--- config.mk ---
export PLATFORM = sky130hd
export DESIGN_NAME = lti_axis_unit
export DESIGN_NICKNAME = d
export VERILOG_FILES = /design/src/rtl/lti_pkg.sv /design/src/rtl/lti_axis_unit.sv
export SDC_FILE = /design/constraint.sdc
export NUM_CORES = 2
export LEC_CHECK = 0
export BUFFER_PORTS_ARGS = -buffer_cell sky130_fd_sc_hd__buf_4
export CAP_MARGIN = 20
export CORE_MARGIN = 3
export CORE_UTILIZATION = 45
export DETAILED_ROUTE_END_ITERATION = 10
export PLACE_DENSITY_LB_ADDON = 0.1
export SYNTH_ARGS = -nofsm -noshare
export SYNTH_HDL_FRONTEND = slang
export SYNTH_SLANG_ARGS = --single-unit
export TNS_END_PERCENT = 1
--- constraint.sdc ---
create_clock -name clk -period 7.2 [get_ports clk]
set_clock_uncertainty 0.15 [all_clocks]
set_input_delay 1.08 -clock clk [delete_from_list [all_inputs] [get_ports clk]]
set_output_delay 1.08 -clock clk [all_outputs]
set_load 0.01 [all_outputs]
--- src/rtl/lti_pkg.sv ---
`timescale 1ns / 1ps
package lti_pkg;

  // Grid capacity
  localparam int MAX_BANDS        = 8;
  localparam int MAX_ANGLE_POINTS = 16;
  localparam int MAX_DUST_POINTS  = 16;
  localparam int MAX_GRAIN_POINTS = 16;

  // Widths
  localparam int VAL_W   = 24;  // Q16.8 coordinate
  localparam int REF_W   = 16;  // Q0.16 table value
  localparam int FRAC_W  = 16;
  localparam int PT_W    = 4;   // grid position
  localparam int NPT_W   = 5;   // grid point count
  localparam int BAND_W  = 4;
  localparam int TBL_AW  = 15;
  localparam int CRD_AW  = 6;
  localparam int QUO_W   = 21;  // fraction quotient, larger is always off grid

  // Coordinate store layout
  localparam logic [CRD_AW-1:0] DUST_BASE  = CRD_AW'(MAX_ANGLE_POINTS);
  localparam logic [CRD_AW-1:0] GRAIN_BASE = CRD_AW'(MAX_ANGLE_POINTS + MAX_DUST_POINTS);

  // Operations
  localparam logic [1:0] OP_WR_TABLE = 2'd0;
  localparam logic [1:0] OP_WR_COORD = 2'd1;
  localparam logic [1:0] OP_QUERY    = 2'd2;

  // Axis codes
  localparam logic [1:0] AXIS_ANGLE = 2'd0;
  localparam logic [1:0] AXIS_DUST  = 2'd1;
  localparam logic [1:0] AXIS_GRAIN = 2'd2;

  // Register indexes
  localparam logic [1:0] REG_BANDS = 2'd0;
  localparam logic [1:0] REG_ANGLE = 2'd1;
  localparam logic [1:0] REG_DUST  = 2'd2;
  localparam logic [1:0] REG_GRAIN = 2'd3;

  typedef struct packed {
    logic [1:0]       axis;
    logic [NPT_W-1:0] npts;
    logic [VAL_W-1:0] value;
  } axis_req_t;

  typedef struct packed {
    logic              bad;
    logic [PT_W-1:0]   pos;
    logic [FRAC_W-1:0] frac;
  } axis_res_t;

  typedef struct packed {
    logic [BAND_W-1:0] band;
    logic [NPT_W-1:0]  na;
    logic [NPT_W-1:0]  nd;
    logic [NPT_W-1:0]  ng;
    logic [PT_W-1:0]   a1;
    logic [PT_W-1:0]   d1;
    logic [PT_W-1:0]   g1;
    logic [FRAC_W-1:0] fa;
    logic [FRAC_W-1:0] fd;
    logic [FRAC_W-1:0] fg;
  } blend_req_t;

endpackage

--- src/rtl/lti_axis_unit.sv ---
`timescale 1ns / 1ps
// Coordinate store plus per-axis bracket search and fraction divider
module lti_axis_unit (
  input  logic                          clk,
  input  logic                          rst,
  input  logic                          wr_en,
  input  logic [lti_pkg::CRD_AW-1:0]    wr_addr,
  input  logic [lti_pkg::VAL_W-1:0]     wr_data,
  input  logic                          start,
  input  lti_pkg::axis_req_t            req,
  output logic                          done,
  output lti_pkg::axis_res_t            res
);

  localparam logic [3:0] S_IDLE = 4'd0;
  localparam logic [3:0] S_SCAN = 4'd1;
  localparam logic [3:0] S_LO   = 4'd2;
  localparam logic [3:0] S_HI   = 4'd3;
  localparam logic [3:0] S_PREP = 4'd4;
  localparam logic [3:0] S_DIV0 = 4'd5;
  localparam logic [3:0] S_DIV  = 4'd6;
  localparam logic [3:0] S_FIN  = 4'd7;

  logic [lti_pkg::VAL_W-1:0]  mem [2**lti_pkg::CRD_AW];
  logic [lti_pkg::VAL_W-1:0]  rd_data;
  logic [lti_pkg::CRD_AW-1:0] raddr;

  logic [3:0]                 state;
  lti_pkg::axis_req_t         rq;
  logic [lti_pkg::CRD_AW-1:0] base;
  logic [lti_pkg::PT_W-1:0]   k;
  logic [lti_pkg::PT_W-1:0]   kk;
  logic [lti_pkg::VAL_W-1:0]  lo;
  logic signed [24:0]         num, den;
  logic                       neg;
  logic [41:0]                x;
  logic [25:0]                y;
  logic [25:0]                rem;
  logic [20:0]                xl;
  logic [lti_pkg::QUO_W-1:0]  quo;
  logic [4:0]                 cnt;

  logic [lti_pkg::NPT_W-1:0]  nm1;
  logic [lti_pkg::PT_W-1:0]   kcap;
  logic [26:0]                rem2;
  logic [23:0]                an, ad;
  logic signed [23:0]         idx;
  logic [23:0]                kx;

  // Coordinate memory, one write and one registered read port
  always_ff @(posedge clk) begin
    if (wr_en) mem[wr_addr] <= wr_data;
    rd_data <= mem[raddr];
  end

  assign nm1  = rq.npts - 5'd1;
  assign kcap = ({1'b0, k} >= nm1) ? lti_pkg::PT_W'(rq.npts - 5'd2) : k;
  assign rem2 = {rem, xl[20]};
  assign an   = num[24] ? 24'(-num) : 24'(num);
  assign ad   = den[24] ? 24'(-den) : 24'(den);
  assign kx   = {4'd0, kk, 16'd0};
  assign idx  = neg ? signed'(kx - 24'(quo)) : signed'(kx + 24'(quo));

  // Read address
  always_comb begin
    logic [lti_pkg::CRD_AW-1:0] b;
    case (req.axis)
      lti_pkg::AXIS_DUST:  b = lti_pkg::DUST_BASE;
      lti_pkg::AXIS_GRAIN: b = lti_pkg::GRAIN_BASE;
      default:             b = '0;
    endcase
    case (state)
      S_IDLE:  raddr = b;
      S_SCAN:  raddr = (rd_data < rq.value && {1'b0, k} < nm1) ?
                       base + lti_pkg::CRD_AW'(k + 4'd1) : base + lti_pkg::CRD_AW'(kcap);
      S_LO:    raddr = base + lti_pkg::CRD_AW'(kk) + 6'd1;
      default: raddr = base;
    endcase
  end

  // Search, bracket read, restoring division
  always_ff @(posedge clk) begin
    done <= 1'b0;
    if (rst) begin
      state <= S_IDLE;
    end else begin
      case (state)
        S_IDLE: begin
          if (start) begin
            rq <= req;
            case (req.axis)
              lti_pkg::AXIS_DUST:  base <= lti_pkg::DUST_BASE;
              lti_pkg::AXIS_GRAIN: base <= lti_pkg::GRAIN_BASE;
              default:             base <= '0;
            endcase
            k     <= '0;
            state <= S_SCAN;
          end
        end
        S_SCAN: begin
          if (rd_data < rq.value && {1'b0, k} < nm1) begin
            k <= k + 4'd1;
          end else begin
            kk    <= kcap;
            state <= S_LO;
          end
        end
        S_LO: begin
          lo    <= rd_data;
          state <= S_HI;
        end
        S_HI: begin
          num   <= signed'({1'b0, rq.value}) - signed'({1'b0, lo});
          den   <= signed'({1'b0, rd_data}) - signed'({1'b0, lo});
          state <= S_PREP;
        end
        S_PREP: begin
          neg <= num[24] ^ den[24];
          x   <= {1'b0, an, 17'd0} + 42'(ad);
          y   <= {1'b0, ad, 1'b0};
          quo <= '0;
          if (num == '0) begin
            state <= S_FIN;
          end else if (den == '0) begin
            res.bad <= 1'b1;
            done    <= 1'b1;
            state   <= S_IDLE;
          end else begin
            state <= S_DIV0;
          end
        end
        S_DIV0: begin
          if (26'(x[41:21]) >= y) begin
            res.bad <= 1'b1;
            done    <= 1'b1;
            state   <= S_IDLE;
          end else begin
            rem   <= 26'(x[41:21]);
            xl    <= x[20:0];
            cnt   <= 5'd0;
            state <= S_DIV;
          end
        end
        S_DIV: begin
          if (rem2 >= {1'b0, y}) begin
            rem <= 26'(rem2 - {1'b0, y});
            quo <= {quo[19:0], 1'b1};
          end else begin
            rem <= rem2[25:0];
            quo <= {quo[19:0], 1'b0};
          end
          xl  <= {xl[19:0], 1'b0};
          cnt <= cnt + 5'd1;
          if (cnt == 5'(lti_pkg::QUO_W - 1)) state <= S_FIN;
        end
        S_FIN: begin
          res.bad  <= idx[23] || (idx > signed'({4'd0, nm1[3:0], 16'd0}));
          res.pos  <= idx[19:16];
          res.frac <= idx[15:0];
          done     <= 1'b1;
          state    <= S_IDLE;
        end
        default: state <= S_IDLE;
      endcase
    end
  end

endmodule

==> results_dict.tcl <==
set metrics [dict create \
    hold_depth 1 \
    grt_use_met3 0.0354 \
    grt_antenna_before_repair 11 \
    postSynthCellCount 4927 \
    cp_top_family "compound AO/OA/AOI/OAI gates" \
    crit_type "flop to flop" \
    fill_cells 13872 \
    max_freq_ghz 0.164 \
    hold_viol 0 \
    path_clk_slew_ns 0.06 \
    preCtsSetupSlack_ns 0.931 \
    die_x_um 417 \
    postCtsHoldBufs 0 \
    synth-edff-count 1793 \
    cts_tree "yes" \
    p_leak_nw 31.8 \
    critPathLaunchType "flop" \
    cp_slowest_cell "a22oi_1" \
    r2r-start "rq[24]" \
    finalInstanceArea_mm2 0.0866 \
    overflow 0 \
    cp_max_fo 40 \
    dp_hpwl_um 127000 \
    status "complete, no violations" \
    finalCriticalPeriod_ns 6.10 \
    final_util 0.517 \
    hp-start "req[9]" \
    yosysMostFrequentCell "edfxtp_1" \
    cpMostUsedCell "ha_1" \
    grt.total_usage 0.244 \
    syn_area_mm2 0.0761 \
    worst-path-buf-inv 3 \
    cpPeakStageDelay_ns 0.90 \
    avgSynthCellArea_um2 15.4 \
    vias 43951 \
    setup_viol 0 \
    core_mm2 0.168 \
    startpoint "rq[24]" \
    cp-end-kind "flop" \
    drtPass1Iterations 5 \
    whs_ns 0.289 \
    drive_gt1_frac 0.116 \
    rsz0062_at_grt "no" \
    synth_cell_types 72 \
    grt_pass1_vias 42918 \
    vdd_drop_max_mv 0.265 \
    seq_area_frac_synth 0.715 \
    worstHoldEndpoint "rq[9]" \
    die-area_mm2 0.174 \
    place.gp.congestion 0.824 \
    critPathRequiredTime_ns 7.60 \
    grt_pass1_wl_um 307000 \
    clock_latency_ns 0.84 \
    grt_util_met2 0.411 \
    hold_class "input pin to flop" \
    yosysTopAreaCell "edfxtp_1" \
    synth_top_area_share 0.708 \
    via_per_inst 5.88 \
    ys_warn_count 0 \
    post_cts_buffers 0 \
    path_cells "inv_1 > ha_1 > xnor2_1 > ha_1 > a21oi_1 > nand2_1 > maj3_2 > a211o_1 > a21oi_4 > nor3_1 > nor2_4 > buf_4 > buf_12 > mux2i_1 > a32oi_1 > a22oi_1 > nand4_1" \
    synth.area.top_cells "edfxtp_1 71%, mux2i_1 7.8%, nand2_1 2.5%" \
    place_area_mm2 0.0804 \
    cts_made_buffers 189 \
    drc 0 \
    port_buffers 86 \
    arrival_ns 6.50 \
    relSlewSlack 0.132 \
    cts_root_buf "clkbuf_16" \
    avgRoutedWirePerCell_um 28.7 \
    htreeDepth 4 \
    busiest_layer "met2" \
    worst-r2r-setup-slack_ns 1.10 \
    tns_ns 0 \
    clkSinkCount 1821 \
    synth_commonest_cells "1793 x edfxtp_1, 589 x mux2i_1, 516 x nand2_1" \
    drv_slew 0 \
    r2r_end "rd_data[2]" \
    grt_max_degree 81 \
    rr_worst_depth 17 \
    synth_flop_cell "edfxtp_1" \
    power_density_mw_per_mm2 304 \
    synth_async_sr_flop_share 0 \
    rows 150 \
    grtUsageMet1 0.330 \
    synth_fp_nets 5145 \
    start_util 0.454 \
    cap_violations 0 \
    area_delta_synth_final_pct 13.9 \
    cts_resized 0 \
    synth-seq-cells 1821 \
    routed_wl_um 214000 \
    fin_crit_sh 0.848 \
    layout.nets 5322 \
    drt_iter0_markers 4094 \
    clockBufferDepth 3 \
    die_h_um 417 \
    ant_nets 0 \
    setup_slack_ns 1.10 \
    worst_pin_slew_ns 1.30 \
    num_io_pins 87 \
]
## layer usage
layer  wire length, µm  vias up  share of wire
met4              5680        8          0.026
met2            105000     1357           0.49
li1                  -    19720              -
met1             90500    22571           0.42
met3             12600      295          0.059
met5                46        -        0.00021
## cell usage in the layout (no fill, tap or decap), drive strengths merged, types with 9 or more instances in the layout
cell type and count:
edfxtp 1793, mux2i 589, nand2 516, buf 242, clkbuf 229, a221oi 194, a32oi 192, nor2 185
ha 148, inv 124, clkinv 101, a22oi 100, o21ai 99, xnor2 97, a21oi 90, xor2 54
nand3 51, nand4 41, nor3 39, nor2b 30, a21o 30, dfxtp 28, o21a 24, and2 23
or3 22, and3 22, o31ai 19, nand2b 18, bufinv 13, o41ai 12, nor4 12, or2 12
a211oi 11, or4 10, a31oi 9, a21boi 9
## how the worst max path moves through the flow
stage	to	slack (ns)	cells past startpoint
2_1_floorplan	den[0]	1.74	2
3_3_place_gp	rd_data[2]	0.95	14
3_5_place_dp	rd_data[2]	0.93	14
4_1_cts	rd_data[2]	0.90	14
5_1_grt	rd_data[2]	0.76	17
6_report	rd_data[2]	1.10	17
## where the power goes
group          total [W]  internal [W]  switching (W)
registers         0.0121        0.0119       0.000260
logic            0.00466       0.00161        0.00305
clock network    0.00953       0.00535        0.00418
total             0.0263        0.0188        0.00749
## area by class of cell
type | instances | area (µm²) | area share
sequential | 1821 | 54400 | 0.628
multi-input combinational | 2730 | 20600 | 0.238
clock buffer | 229 | 4900 | 0.0566
tap | 2204 | 2760 | 0.0318
timing repair buffer | 242 | 2380 | 0.0275
clock inverter | 121 | 1160 | 0.0133
inverter | 120 | 450 | 0.00520
antenna | 4 | 10.0 | 0.000116
## state kept, by name, summed over array words and instances, names as in the netlist
signal	flops
base	2
res	21
kk	4
den	25
num	25
xl	21
state	3
neg	1
rem	26
quo	21
cnt	5
y	7
x	42
lo	24
rd_data	24
mem	1536
done	1
k	4
rq	29
## logic make-up after synthesis
kind of cell,after synthesis,synth area share
xor gates and xnor gates,151,0.0174
AOI/OAI and AO/OA,831,0.0831
and+or+nand+nor,1004,0.0600
DFF,1821,0.715
muxes,590,0.0777
adders and majority gates,154,0.0258
buffers and inverters,376,0.0207
## stage by stage
step	total power [W]	std cells
after floorplan	0.0150	4927
after detailed placement	0.0170	7110
after CTS	0.0265	7460
after global routing	0.0273	7467
after global placement	0.0170	7102
final	0.0263	7471
No activity file was read; power rests on OpenSTA's default activity.
